**src/hw/rtl/srm_pkg.sv**
```systemverilog
`default_nettype none
// ----------------------------------------------------------------------------
// srm_pkg: shared types and constants of the schedule rule matcher
// Character codes, field layout, queue entry and configuration types.
// ----------------------------------------------------------------------------
package srm_pkg;

  localparam int PIN_SLOTS   = 8;
  localparam int SLOT_W      = 3;
  localparam int RULE_FIELDS = 8;
  localparam int FIELD_IDX_W = 3;
  localparam int ACC_W       = 15;
  localparam int FPOS_W      = 4;
  localparam int QUEUE_DEPTH = 2;
  localparam int QPTR_W      = 1;
  localparam int QCNT_W      = 2;
  localparam int CFG_IDX_W   = 3;
  localparam int CFG_DATA_W  = 8;

  localparam logic [ACC_W-1:0]  ACC_MAX  = ACC_W'(32767);
  localparam logic [FPOS_W-1:0] FPOS_MAX = FPOS_W'(15);

  // Character codes
  localparam logic [7:0] CH_NUL  = 8'h00;
  localparam logic [7:0] CH_LF   = 8'h0A;
  localparam logic [7:0] CH_CR   = 8'h0D;
  localparam logic [7:0] CH_STAR = 8'h2A;
  localparam logic [7:0] CH_ZERO = 8'h30;
  localparam logic [7:0] CH_NINE = 8'h39;
  localparam logic [7:0] CH_C    = 8'h43;

  // Field positions within a rule line
  localparam logic [FIELD_IDX_W-1:0] FLD_MINUTE  = 3'd0;
  localparam logic [FIELD_IDX_W-1:0] FLD_HOUR    = 3'd1;
  localparam logic [FIELD_IDX_W-1:0] FLD_DAY     = 3'd2;
  localparam logic [FIELD_IDX_W-1:0] FLD_MONTH   = 3'd3;
  localparam logic [FIELD_IDX_W-1:0] FLD_WEEKDAY = 3'd4;
  localparam logic [FIELD_IDX_W-1:0] FLD_LENGTH  = 3'd5;
  localparam logic [FIELD_IDX_W-1:0] FLD_PIN     = 3'd6;
  localparam logic [FIELD_IDX_W-1:0] FLD_STATE   = 3'd7;

  // Configuration register indexes
  localparam logic [CFG_IDX_W-1:0] CFG_PIN_SLOT    = 3'd0;
  localparam logic [CFG_IDX_W-1:0] CFG_PIN_NUMBER  = 3'd1;
  localparam logic [CFG_IDX_W-1:0] CFG_NOW_MINUTE  = 3'd2;
  localparam logic [CFG_IDX_W-1:0] CFG_NOW_HOUR    = 3'd3;
  localparam logic [CFG_IDX_W-1:0] CFG_NOW_DAY     = 3'd4;
  localparam logic [CFG_IDX_W-1:0] CFG_NOW_MONTH   = 3'd5;
  localparam logic [CFG_IDX_W-1:0] CFG_NOW_WEEKDAY = 3'd6;

  // Weekday codes
  localparam logic [2:0] WD_SUNDAY   = 3'd1;
  localparam logic [2:0] WD_MONDAY   = 3'd2;
  localparam logic [2:0] WD_FRIDAY   = 3'd6;
  localparam logic [2:0] WD_SATURDAY = 3'd7;
  localparam logic [ACC_W-1:0] WD_WEEKEND = ACC_W'(8);
  localparam logic [ACC_W-1:0] WD_WORKDAY = ACC_W'(9);

  typedef struct packed {
    logic             wild;
    logic [ACC_W-1:0] val;
  } field_t;

  typedef struct packed {
    logic                         judge;
    logic                         finish;
    field_t [RULE_FIELDS-1:0]     fields;
  } entry_t;

  typedef struct packed {
    logic [2:0] pin_slot;
    logic [7:0] pin_number;
    logic [5:0] now_minute;
    logic [4:0] now_hour;
    logic [4:0] now_day;
    logic [3:0] now_month;
    logic [2:0] now_weekday;
  } cfg_t;

endpackage
`default_nettype wire

```
**src/hw/rtl/srm_front.sv**
```systemverilog
`default_nettype none
// ----------------------------------------------------------------------------
// srm_front: byte parser
// Classifies text bytes, accumulates decimal fields and queues rule checks
// and end-of-text markers for the back end.
// ----------------------------------------------------------------------------
module srm_front (
  input  wire logic            clk,
  input  wire logic            rst_n,
  input  wire logic            in_valid,
  input  wire logic            in_stall,
  input  wire logic [7:0]      in_text_byte,
  input  wire logic            in_final_byte,
  output srm_pkg::entry_t      push_data,
  output logic                 push
);
  import srm_pkg::*;

  logic [7:0]                kind_r, kind_nxt;
  logic [ACC_W-1:0]          acc_r, acc_nxt;
  logic                      pend_r, pend_nxt;
  logic [FPOS_W-1:0]         fpos_r, fpos_nxt;
  field_t [RULE_FIELDS-1:0]  fields_r, fields_nxt;
  field_t [RULE_FIELDS-1:0]  all_wild;
  logic                      accept;
  logic                      is_digit;
  logic                      judge;
  logic [ACC_W+3:0]          acc_ext;
  field_t                    store_val;
  logic                      do_store;

  assign accept = in_valid && !in_stall;
  assign is_digit = (in_text_byte >= CH_ZERO) && (in_text_byte <= CH_NINE);

  always_comb begin
    for (int k = 0; k < RULE_FIELDS; k++) begin
      all_wild[k] = '{wild: 1'b1, val: '0};
    end
  end

  always_comb begin
    kind_nxt   = kind_r;
    acc_nxt    = acc_r;
    pend_nxt   = pend_r;
    fpos_nxt   = fpos_r;
    fields_nxt = fields_r;
    judge      = 1'b0;
    do_store   = 1'b0;
    store_val  = '{wild: 1'b1, val: '0};
    acc_ext    = {{(ACC_W){1'b0}}, in_text_byte[3:0]};

    if (is_digit) begin
      if (pend_r) begin
        acc_ext = {1'b0, acc_r, 3'b000} + {3'b000, acc_r, 1'b0} +
                  {{(ACC_W){1'b0}}, in_text_byte[3:0]};
      end
      acc_nxt  = (acc_ext > {4'b0000, ACC_MAX}) ? ACC_MAX : acc_ext[ACC_W-1:0];
      pend_nxt = 1'b1;
    end else if (kind_r == CH_NUL) begin
      kind_nxt = in_text_byte;
      acc_nxt  = '0;
      pend_nxt = 1'b0;
      fpos_nxt = '0;
      if (in_text_byte == CH_C) begin
        fields_nxt = all_wild;
      end
    end else if (in_text_byte == CH_STAR && kind_r == CH_C) begin
      do_store = 1'b1;
      acc_nxt  = '0;
      pend_nxt = 1'b0;
    end else if (pend_r) begin
      if (kind_r == CH_C) begin
        do_store  = 1'b1;
        store_val = '{wild: 1'b0, val: acc_r};
      end else if (fpos_r != FPOS_MAX) begin
        fpos_nxt = fpos_r + 1'b1;
      end
      acc_nxt  = '0;
      pend_nxt = 1'b0;
    end

    if (do_store) begin
      if (!fpos_r[FPOS_W-1]) begin
        fields_nxt[fpos_r[FIELD_IDX_W-1:0]] = store_val;
      end
      if (fpos_r != FPOS_MAX) begin
        fpos_nxt = fpos_r + 1'b1;
      end
    end

    if (in_text_byte == CH_LF || in_text_byte == CH_CR) begin
      judge    = (kind_nxt == CH_C);
      kind_nxt = CH_NUL;
    end
  end

  assign push = accept && (judge || in_final_byte);
  assign push_data = '{judge: judge, finish: in_final_byte, fields: fields_nxt};

  always_ff @(posedge clk) begin
    if (!rst_n) begin
      kind_r   <= CH_NUL;
      acc_r    <= '0;
      pend_r   <= 1'b0;
      fpos_r   <= '0;
      fields_r <= all_wild;
    end else if (accept) begin
      if (in_final_byte) begin
        kind_r   <= CH_NUL;
        acc_r    <= '0;
        pend_r   <= 1'b0;
        fpos_r   <= '0;
        fields_r <= all_wild;
      end else begin
        kind_r   <= kind_nxt;
        acc_r    <= acc_nxt;
        pend_r   <= pend_nxt;
        fpos_r   <= fpos_nxt;
        fields_r <= fields_nxt;
      end
    end
  end

endmodule
`default_nettype wire

```
**src/hw/rtl/srm_queue.sv**
```systemverilog
`default_nettype none
// ----------------------------------------------------------------------------
// srm_queue: command queue
// Short first-in first-out buffer between the parser and the rule judge.
// ----------------------------------------------------------------------------
module srm_queue (
  input  wire logic            clk,
  input  wire logic            rst_n,
  input  wire logic            push,
  input  wire srm_pkg::entry_t push_data,
  output logic                 full,
  input  wire logic            pop,
  output logic                 empty,
  output srm_pkg::entry_t      pop_data
);
  import srm_pkg::*;

  entry_t             mem_r [QUEUE_DEPTH];
  logic [QPTR_W-1:0]  wr_ptr_r;
  logic [QPTR_W-1:0]  rd_ptr_r;
  logic [QCNT_W-1:0]  count_r;
  logic               do_push;
  logic               do_pop;

  assign full     = (count_r == QCNT_W'(QUEUE_DEPTH));
  assign empty    = (count_r == '0);
  assign pop_data = mem_r[rd_ptr_r];
  assign do_push  = push && !full;
  assign do_pop   = pop && !empty;

  always_ff @(posedge clk) begin
    if (do_push) begin
      mem_r[wr_ptr_r] <= push_data;
    end
  end

  always_ff @(posedge clk) begin
    if (!rst_n) begin
      wr_ptr_r <= '0;
      rd_ptr_r <= '0;
      count_r  <= '0;
    end else begin
      if (do_push) begin
        wr_ptr_r <= (wr_ptr_r == QPTR_W'(QUEUE_DEPTH - 1)) ? '0 : wr_ptr_r + 1'b1;
      end
      if (do_pop) begin
        rd_ptr_r <= (rd_ptr_r == QPTR_W'(QUEUE_DEPTH - 1)) ? '0 : rd_ptr_r + 1'b1;
      end
      if (do_push && !do_pop) begin
        count_r <= count_r + 1'b1;
      end else if (do_pop && !do_push) begin
        count_r <= count_r - 1'b1;
      end
    end
  end

endmodule
`default_nettype wire

```
**src/hw/rtl/srm_back.sv**
```systemverilog
`default_nettype none
// ----------------------------------------------------------------------------
// srm_back: rule judge
// Checks completed rule lines against the current time, keeps the pass
// decision and the stored level of each slot, and holds the result register.
// ----------------------------------------------------------------------------
module srm_back (
  input  wire logic            clk,
  input  wire logic            rst_n,
  input  wire srm_pkg::cfg_t   cfg,
  input  wire logic            q_empty,
  input  wire srm_pkg::entry_t q_data,
  output logic                 q_pop,
  output logic                 out_valid,
  input  wire logic            out_stall,
  output logic                 out_pin_on,
  output logic                 out_level_changed
);
  import srm_pkg::*;

  typedef enum logic [1:0] {
    DEC_NONE = 2'd0,
    DEC_ON   = 2'd1,
    DEC_OFF  = 2'd2
  } decision_t;

  typedef enum logic [1:0] {
    LVL_UNKNOWN = 2'd0,
    LVL_OFF     = 2'd1,
    LVL_ON      = 2'd2
  } level_t;

  decision_t          decision_r;
  decision_t          dec_mid;
  level_t             slot_level_r [PIN_SLOTS];
  level_t             new_level;
  logic               out_valid_r;
  logic               out_pin_on_r;
  logic               out_changed_r;
  logic [SLOT_W-1:0]  slot;

  field_t mi, hr, dy, mo, wd, ln, pn, st;
  logic               applies;
  logic               day_ok, month_ok, wd_ok;
  logic               weekend, workday;
  logic               active;
  logic [10:0]        now_mod;
  logic [21:0]        start;
  logic [22:0]        stop;
  logic [ACC_W:0]     mi_stop;

  assign mi = q_data.fields[FLD_MINUTE];
  assign hr = q_data.fields[FLD_HOUR];
  assign dy = q_data.fields[FLD_DAY];
  assign mo = q_data.fields[FLD_MONTH];
  assign wd = q_data.fields[FLD_WEEKDAY];
  assign ln = q_data.fields[FLD_LENGTH];
  assign pn = q_data.fields[FLD_PIN];
  assign st = q_data.fields[FLD_STATE];

  assign slot = cfg.pin_slot[SLOT_W-1:0];

  always_comb begin
    weekend  = (cfg.now_weekday == WD_SUNDAY) || (cfg.now_weekday == WD_SATURDAY);
    workday  = (cfg.now_weekday >= WD_MONDAY) && (cfg.now_weekday <= WD_FRIDAY);
    day_ok   = dy.wild || (dy.val == ACC_W'(cfg.now_day));
    month_ok = mo.wild || (mo.val == ACC_W'(cfg.now_month));
    wd_ok    = wd.wild || (wd.val == WD_WEEKEND && weekend) ||
               (wd.val == WD_WORKDAY && workday) ||
               (wd.val == ACC_W'(cfg.now_weekday));
    applies  = !ln.wild && (ln.val != '0) && !pn.wild &&
               (pn.val == ACC_W'(cfg.pin_number)) && day_ok && month_ok && wd_ok;

    // Times in minutes: x * 60 is x * 64 - x * 4.
    now_mod = ({cfg.now_hour, 6'b0} - {4'b0, cfg.now_hour, 2'b0}) +
              {5'b0, cfg.now_minute};
    start   = ({1'b0, hr.val, 6'b0} - {5'b0, hr.val, 2'b0}) +
              {7'b0, mi.val};
    stop    = {1'b0, start} + {8'b0, ln.val};
    mi_stop = {1'b0, mi.val} + {1'b0, ln.val};

    active = 1'b0;
    if (!hr.wild) begin
      if (!mi.wild) begin
        active = (start <= {11'b0, now_mod}) && (stop > {12'b0, now_mod});
      end else begin
        active = (hr.val == ACC_W'(cfg.now_hour));
      end
    end else if (!mi.wild) begin
      active = (mi.val <= ACC_W'(cfg.now_minute)) &&
               (mi_stop > (ACC_W + 1)'(cfg.now_minute));
    end

    dec_mid = decision_r;
    if (q_data.judge && decision_r != DEC_OFF && applies && active) begin
      dec_mid = (!st.wild && st.val == '0) ? DEC_OFF : DEC_ON;
    end
    new_level = (dec_mid == DEC_ON) ? LVL_ON : LVL_OFF;
  end

  // An end-of-text entry waits until the result register can take it.
  assign q_pop = !q_empty && (!q_data.finish || !out_valid_r || !out_stall);

  assign out_valid         = out_valid_r;
  assign out_pin_on        = out_pin_on_r;
  assign out_level_changed = out_changed_r;

  always_ff @(posedge clk) begin
    if (!rst_n) begin
      decision_r  <= DEC_NONE;
      out_valid_r <= 1'b0;
      for (int k = 0; k < PIN_SLOTS; k++) begin
        slot_level_r[k] <= LVL_UNKNOWN;
      end
    end else begin
      if (q_pop) begin
        if (q_data.finish) begin
          decision_r         <= DEC_NONE;
          slot_level_r[slot] <= new_level;
        end else begin
          decision_r <= dec_mid;
        end
      end
      if (q_pop && q_data.finish) begin
        out_valid_r <= 1'b1;
      end else if (!out_stall) begin
        out_valid_r <= 1'b0;
      end
    end
  end

  always_ff @(posedge clk) begin
    if (q_pop && q_data.finish) begin
      out_pin_on_r  <= (new_level == LVL_ON);
      out_changed_r <= (slot_level_r[slot] != new_level);
    end
  end

endmodule
`default_nettype wire

```
**src/hw/rtl/schedule_rule_matcher_core.sv**
```systemverilog
`default_nettype none
// ----------------------------------------------------------------------------
// schedule_rule_matcher_core: schedule rule matcher top level
// Parses schedule text one byte per item and decides one pin's level.
// ----------------------------------------------------------------------------
// Usage:
//   The input channel (in_valid, in_stall, in_text_byte, in_final_byte)
//   takes one text byte per cycle while in_stall is low. Only an item with
//   in_final_byte high produces a result on the output channel (out_valid,
//   out_stall, out_pin_on, out_level_changed). A completed 'C' line and
//   the end of the text are handed to the rule judge through a two-entry
//   queue; the judge retires one entry per cycle unless an end-of-text
//   entry waits on a stalled result register. out_valid rises once the
//   final byte's entry has passed the queue into the result register.
//   Time and pin settings (cfg_we, cfg_index, cfg_data) must be written by
//   the user only while the block is idle; the block does not enforce it.
//   Reset clears the parser, the pending decision, all stored slot levels
//   (to unknown) and sets the settings to their defaults.
//   When the receiver stalls, the result register holds its item; the
//   queue absorbs up to two more entries before in_stall rises.
// ----------------------------------------------------------------------------
module schedule_rule_matcher_core (
  input  wire logic                              clk,
  input  wire logic                              rst_n,
  input  wire logic                              in_valid,
  output logic                                   in_stall,
  input  wire logic [7:0]                        in_text_byte,
  input  wire logic                              in_final_byte,
  output logic                                   out_valid,
  input  wire logic                              out_stall,
  output logic                                   out_pin_on,
  output logic                                   out_level_changed,
  input  wire logic                              cfg_we,
  input  wire logic [srm_pkg::CFG_IDX_W-1:0]     cfg_index,
  input  wire logic [srm_pkg::CFG_DATA_W-1:0]    cfg_data
);
  import srm_pkg::*;

  cfg_t   cfg_r;
  entry_t push_data;
  entry_t pop_data;
  logic   push;
  logic   pop;
  logic   q_full;
  logic   q_empty;

  assign in_stall = q_full;

  always_ff @(posedge clk) begin
    if (!rst_n) begin
      cfg_r <= '{pin_slot: 3'd0, pin_number: 8'd0, now_minute: 6'd0, now_hour: 5'd0,
                 now_day: 5'd1, now_month: 4'd1, now_weekday: 3'd1};
    end else if (cfg_we) begin
      case (cfg_index)
        CFG_PIN_SLOT:    cfg_r.pin_slot    <= cfg_data[2:0];
        CFG_PIN_NUMBER:  cfg_r.pin_number  <= cfg_data[7:0];
        CFG_NOW_MINUTE:  cfg_r.now_minute  <= cfg_data[5:0];
        CFG_NOW_HOUR:    cfg_r.now_hour    <= cfg_data[4:0];
        CFG_NOW_DAY:     cfg_r.now_day     <= cfg_data[4:0];
        CFG_NOW_MONTH:   cfg_r.now_month   <= cfg_data[3:0];
        CFG_NOW_WEEKDAY: cfg_r.now_weekday <= cfg_data[2:0];
        default: begin
        end
      endcase
    end
  end

  srm_front u_front (
    .clk           (clk),
    .rst_n         (rst_n),
    .in_valid      (in_valid),
    .in_stall      (q_full),
    .in_text_byte  (in_text_byte),
    .in_final_byte (in_final_byte),
    .push_data     (push_data),
    .push          (push)
  );

  srm_queue u_queue (
    .clk       (clk),
    .rst_n     (rst_n),
    .push      (push),
    .push_data (push_data),
    .full      (q_full),
    .pop       (pop),
    .empty     (q_empty),
    .pop_data  (pop_data)
  );

  srm_back u_back (
    .clk               (clk),
    .rst_n             (rst_n),
    .cfg               (cfg_r),
    .q_empty           (q_empty),
    .q_data            (pop_data),
    .q_pop             (pop),
    .out_valid         (out_valid),
    .out_stall         (out_stall),
    .out_pin_on        (out_pin_on),
    .out_level_changed (out_level_changed)
  );

endmodule
`default_nettype wire

```
**config.mk**
```make
export PLATFORM = sky130hd
export DESIGN_NAME = schedule_rule_matcher_core
export DESIGN_NICKNAME = d
export VERILOG_FILES = /design/src/hw/rtl/srm_pkg.sv /design/src/hw/rtl/srm_front.sv /design/src/hw/rtl/srm_queue.sv /design/src/hw/rtl/srm_back.sv /design/src/hw/rtl/schedule_rule_matcher_core.sv
export SDC_FILE = /design/constraint.sdc
export NUM_CORES = 1
export LEC_CHECK = 0
export ABC_AREA = 1
export BUFFER_PORTS_ARGS = -buffer_cell sky130_fd_sc_hd__buf_2
export CAP_MARGIN = 20
export CORE_UTILIZATION = 55
export CTS_CLUSTER_SIZE = 20
export DETAILED_ROUTE_END_ITERATION = 10
export PLACE_DENSITY = 0.68
export SLEW_MARGIN = 40
export SYNTH_ARGS = -nofsm -noshare
export SYNTH_HDL_FRONTEND = slang
export SYNTH_SLANG_ARGS = --single-unit
```
**constraint.sdc**
```tcl
create_clock -name clk -period 8.7 [get_ports clk]
set_clock_uncertainty 0.1 [all_clocks]
set_input_delay 0.435 -clock clk [delete_from_list [all_inputs] [get_ports clk]]
set_output_delay 0.435 -clock clk [all_outputs]
set_load 0.01 [all_outputs]
```
==> flow_summary.toml, run 1 <==
[setup_path]
setup.worst_path.end = "u_back.out_level_changed"
critPathSlowestCell = "buf_4"
cp.required_ps = 8930
rr_worst_depth = 38
cp-start-kind = "flip-flop"
endpoint_kind = "flip-flop"
r2r_slack_ps = 1880
arrival_ps = 7050
worstReg2RegEnd = "u_back.out_level_changed"
crit_top_cell = "nand2_1"
critPathMaxStageDelay_ps = 550
crit_type = "flip-flop to flip-flop"
path_max_fanout = 44

[drt]
wl_per_cell_um = 18.3
drt_first_pass_iters = 5
via_count = 19300
highest_layer = "met5"
drt-initial-drc-count = 1541
drc = 0
wl_met3_mm = 3.55
vias_per_cell = 5.61
ant_nets = 0
met1_length_mm = 26.4
routed_wl_mm = 62.9
route.met2.wl_mm = 30.6

[logic_synthesis]
synth-async-reset-ratio = 0
synth_common_cells = "nand2_1, edfxtp_1, a21oi_1, inv_1, dfxtp_1"
ys_top_cells_by_area = "edfxtp_1, dfxtp_1, nand2_1"
synth-edff-count = 278
dominantRegCellSynth = "edfxtp_1"
syn-num-nets = 2958
yosysTopAreaCellShare = 0.344
yosysWarnings = 0
synth_most_common_cell = "nand2_1"
postSynthAreaPerCell_um2 = 8.67
synth_area_leader_cell = "edfxtp_1"
synth-seq-area-share = 0.510
ys_ff_latch = 479
synth_cells = 2799
netlist-cell-type-count = 59
syn_area_um2 = 24300

[clock_tree]
clock_latency_ps = 590
h-tree-depth = 2
root_buffer = "clkbuf_16"
clk_transition_reported_paths_ps = 60
cts_resized = 0
cts_tree = "yes"
clockBufferDepth = 3
cts-buffers-inserted = 49
cts_sinks = 479

[power_and_ir_drop]
leakagePower_nw = 10.3
power_density_nw_per_um2 = 347
irDropWorstVdd_uv = 286

[min_path]
hold_class = "input port to flip-flop"

[outcome]
outcome = "complete, no violations"

[sta]
maxSlewViolCount = 0
relSlewSlack = 0.405
rsz0062_at_grt = "false"
final-hold-violation-count = 0
finalSetupViolCount = 0
fmax_mhz = 147
tns_ps = 0
period_needed_ps = 6820
worst-slew-pin-transition_ps = 891
finalCritPeriodShare = 0.784

[job]
maxCapViolations = 0

[placement]
routabilityCongestion = 0.930
placedCellCount = 3337
dpl.hpwl_mm = 42.4
numPortBuffers = 28

[global_routing]
antenna_found_initial = 1
grt_overflow_total = 0
grt_pass1_wl_mm = 98.9
grtUsageTotal = 0.285
grt_max_degree = 90
grt_pass1_vias = 18900

[floorplan]
die_h_um = 212
coreArea_um2 = 43300
die_x_um = 212
ios = 29
rows = 76
die_area_um2 = 45000
start_util = 0.561

[finish]
nets = 2965
layout-drive-gt1-share = 0.0815
seqCellArea_um2 = 12400
fillCellCount = 3687
area_growth_pct = 9.72
final_util = 0.615
multi_input_area_um2 = 10500
final_cell_count_no_fill = 3432
-- flip-flops by register name (all words and copies together) (netlist names), 2 cells and up, named ones only --
name                 flops
u_front.kind_r           8
u_queue.count_r          2
u_front.fields_r       128
u_queue.mem_r          260
u_back.decision_r        2
u_front.fpos_r           4
u_back.slot_level_r     16
u_front.acc_r           15
cfg_r                   34
-- report_power, final --
part	internal (mW)	switching, mW	total [mW]
clock network	1.24	0.874	2.12
logic	1.60	2.95	4.56
registers	2.51	0.0404	2.55
total	5.36	3.87	9.23
-- worst max-delay path: cells and delay by family, from the launching register on --
kind | cells | cell delay [ps]
DFF | 1 | 300
and+or+nand+nor | 25 | 3100
xor gates and xnor gates | 2 | 310
buffers and inverters | 8 | 1680
adders and majority gates | 3 | 1010
-- layer usage --
metal	vias to the layer above	track usage
met5	-	0
met4	2	0.116
met3	130	0.0381
met2	583	0.502
met1	9111	0.351
li1	9438	-
-- placed cells by master, fill, tap and decap left out, drive strengths merged, types with 14 or more instances in the layout --
| cell | n |
|---|---|
| a21oi | 262 |
| buf | 50 |
| clkbuf | 67 |
| clkinv | 14 |
| dfxtp | 201 |
| edfxtp | 278 |
| ha | 122 |
| inv | 264 |
| nand2 | 816 |
| nand3 | 75 |
| nand4 | 29 |
| nor2 | 201 |
| nor3 | 33 |
| nor4 | 35 |
| o21ai | 208 |
| o21bai | 14 |
| o22ai | 17 |
| or2 | 27 |
| xnor2 | 19 |
| xor2 | 39 |
-- area by class of cell --
| class | count | area share |
|---|---|---|
| sequential | 479 | 0.465 |
| multi-input combinational | 1964 | 0.396 |
| clock buffer | 67 | 0.0509 |
| inverter | 260 | 0.0369 |
| tap | 585 | 0.0275 |
| timing repair buffer | 52 | 0.0139 |
| clock inverter | 24 | 0.00987 |
| antenna | 1 | 0.0000940 |
-- how the worst min path moves through the flow --
| stage | from | endpoint | slack (ps) | depth (start not counted) |
|---|---|---|---|---|
| detailed placement | u_front.fields_r[40] | u_front.fields_r[40] | 360 | 2 |
| CTS | out_stall | u_back.out_valid | 40 | 3 |
| floorplan | u_front.fields_r[127] | u_front.fields_r[127] | 340 | 2 |
| global placement | u_front.fields_r[127] | u_front.fields_r[127] | 350 | 2 |
| finish | out_stall | u_back.out_valid | 60 | 3 |
| global route | out_stall | u_back.out_valid | 80 | 3 |
-- what timing repair did --
action                     CTS  global route
buffers inserted             0             0
hold buffers                 2             0
hold endpoints to repair     2             0
setup endpoints to repair    0             0
-- logic make-up after synthesis --
kind of cell,after synthesis,synth area share
xor+xnor,58,0.0209
buf+inv,356,0.0577
flops,479,0.510
mux,8,0.00330
fa+ha+maj,134,0.0728
simple gates,1229,0.216
compound gates,535,0.120
-- per-stage QoR --
step	cell area (um^2)	hold WS, ps	power (mW)	setup WS [ps]
6_report	26600	63.3	9.23	1880
5_1_grt	26600	76.2	9.99	1300
4_1_cts	26600	41.4	9.24	1920
3_5_place_dp	25000	355	7.13	1940
3_3_place_gp	24900	345	7.05	2040
2_1_floorplan	24300	335	6.06	876
(Power assumes the default switching activity.)
==> run 2, diff against run 1 <==
--- a/config.mk
+++ b/config.mk
@@ -11,7 +11,7 @@
 export CORE_UTILIZATION = 55
 export CTS_CLUSTER_SIZE = 20
 export DETAILED_ROUTE_END_ITERATION = 10
-export PLACE_DENSITY = 0.68
+export PLACE_DENSITY = 0.71
 export SLEW_MARGIN = 40
 export SYNTH_ARGS = -nofsm -noshare
 export SYNTH_HDL_FRONTEND = slang
==> constraint.sdc (replaced) <==
create_clock -name clk -period 5.6 [get_ports clk]
set_clock_uncertainty 0.1 [all_clocks]
set_input_delay 0.28 -clock clk [delete_from_list [all_inputs] [get_ports clk]]
set_output_delay 0.28 -clock clk [all_outputs]
set_load 0.01 [all_outputs]
==> run 2 against run 1 <==
Net effect: non-clock buffer count rose by 74; combinational power rose by 89%; register-to-register slack got worse by 1700 ps.
==> flow_summary.toml, run 2 (synthesized netlist as in run 1, its figures left out) <==
[outcome]
outcome = "complete, no violations"

[job]
maxCapViolations = 0

[global_routing]
antenna_found_initial = 1
grt_max_degree = 91
grt_overflow_total = 0
grt_pass1_vias = 18600
grtUsageTotal = 0.278
grt_pass1_wl_mm = 97.1

[drt]
drc = 0
wl_per_cell_um = 17.7
drt-initial-drc-count = 1380
via_count = 19500
ant_nets = 0
vias_per_cell = 5.57
drt_first_pass_iters = 6
routed_wl_mm = 62.0

[floorplan]
die_x_um = 212
ios = 29
rows = 76
die_h_um = 212
start_util = 0.561
coreArea_um2 = 43300
die_area_um2 = 45000

[setup_path]
cp.required_ps = 5820
rr_worst_depth = 34
arrival_ps = 5630
worstReg2RegEnd = "u_back.out_level_changed"
endpoint_kind = "flip-flop"
critPathSlowestCell = "fa_1"
path_max_fanout = 11
cp-start-kind = "flip-flop"
crit_type = "flip-flop to flip-flop"
crit_top_cell = "nand2_1"
r2r_slack_ps = 190
critPathMaxStageDelay_ps = 560

[finish]
regMostFlops = "u_queue.mem_r"
seqCellArea_um2 = 12400
largest_reg_flops = 260
final_common_cell = "nand2_1"
area_growth_pct = 13.6
nets = 3039
final_util = 0.637
multi_input_area_um2 = 10900
largestRegisters = "u_queue.mem_r x260, u_front.fields_r x128, cfg_r x34"
layout-drive-gt1-share = 0.119
final_cell_mix = "nand2_1, edfxtp_1, a21oi_1"
antennaDiodeCount = 0
fillCellCount = 3539

[clock_tree]
cts_tree = "yes"
cts-buffers-inserted = 47
root_buffer = "clkbuf_16"
h-tree-depth = 2
clockBufferDepth = 3
cts_sinks = 479
clock_latency_ps = 560
clk_transition_reported_paths_ps = 60

[power_and_ir_drop]
leakagePower_nw = 10.7
power_density_nw_per_um2 = 573
power_mw = 15.8
irDropWorstVdd_uv = 777

[min_path]
hold_class = "input port to flip-flop"
hold_depth = 3
hp-start = "in_text_byte[7]"
min_to = "u_front.kind_r[7]"

[sta]
maxSlewViolCount = 0
worst-slew-pin-transition_ps = 920
finalSetupViolCount = 0
fmax_mhz = 185
finalCritPeriodShare = 0.966
final-hold-violation-count = 0
fin_ws_ps = 188
relSlewSlack = 0.385
period_needed_ps = 5410
rsz0062_at_grt = "true"

[placement]
dp_slack_ps = -43.2
numPortBuffers = 28
routabilityCongestion = 0.923
dpl.hpwl_mm = 42.3
run 2: cell count changes in the layout (fill, tap and decap cells not counted), moves of 5 or more:
| cell | previous run | this run |
|---|---|---|
| buf_12 | 1 | 6 |
| xor2_1 | 39 | 34 |
| ha_4 | 0 | 10 |
| o21ai_0 | 139 | 134 |
| nor2_1 | 171 | 165 |
| xor2_2 | 0 | 5 |
| clkbuf_1 | 13 | 8 |
| buf_4 | 17 | 80 |
| ha_1 | 122 | 111 |
| a21oi_1 | 261 | 256 |
| nor2_2 | 19 | 24 |
run 2: critical path, delay by kind of cell (launching register included):
family                     cells  cell delay [ps]
adders and majority gates      4             1460
DFF                            1              400
xor gates and xnor gates       2              280
AOI/OAI and AO/OA              6              850
buffers and inverters          3              250
and+or+nand+nor               19             1830
run 2: repair_timing:
item / CTS / global route
setup buffers: 0 / 7
cloned: 1 / 1
pin swaps: 1 / 27
hold endpoints to repair: 8 / 0
gates resized for setup: 4 / 66
hold buffers: 6 / 0
setup endpoints to repair: 13 / 20
run 2: layout make-up:
cell class                 count  area share
tap                          585      0.0265
clock buffer                  62      0.0476
inverter                     260      0.0358
sequential                   479       0.449
timing repair buffer         126      0.0361
clock inverter                26     0.00998
multi-input combinational   1966       0.395
run 2: how the worst max path moves through the flow:
stage | start | endpoint | slack, ps | depth (start not counted)
2_1_floorplan | u_front.kind_r[2] | u_queue.mem_r[1][0] | 10 | 14
3_3_place_gp | flip-flop | u_back.slot_level_r[2][0] | 70 | 34
3_5_place_dp | flip-flop | u_back.out_level_changed | -40 | 33
4_1_cts | flip-flop | u_back.out_level_changed | 1 | 35
5_1_grt | flip-flop | u_back.out_level_changed | -130 | 33
6_report | flip-flop | u_back.out_level_changed | 190 | 34
run 2: report_power, final:
part / internal [mW] / switching [mW] / total (mW)
registers: 3.90 / 0.0714 / 3.97
clock network: 1.89 / 1.31 / 3.20
logic: 3.60 / 5.03 / 8.63
total: 9.39 / 6.41 / 15.8
run 2: stage by stage:
| stage | TNS, ps | area, um^2 | hold WS [ps] | instances |
|---|---|---|---|---|
| 2_1_floorplan | 0 | 24300 | 279 | 2799 |
| 3_3_place_gp | 0 | 25500 | 346 | 3400 |
| 3_5_place_dp | -271 | 25500 | 355 | 3401 |
| 4_1_cts | 0 | 27200 | 21.6 | 3496 |
| 5_1_grt | -1630 | 27600 | 32.2 | 3504 |
| 6_report | 0 | 27600 | 35.4 | 3504 |
run 2: layer usage:
layer,GRT usage,wire (um)
met4,0.121,2750
met2,0.474,29800
met1,0.354,25900
met5,0,17
met3,0.0355,3520
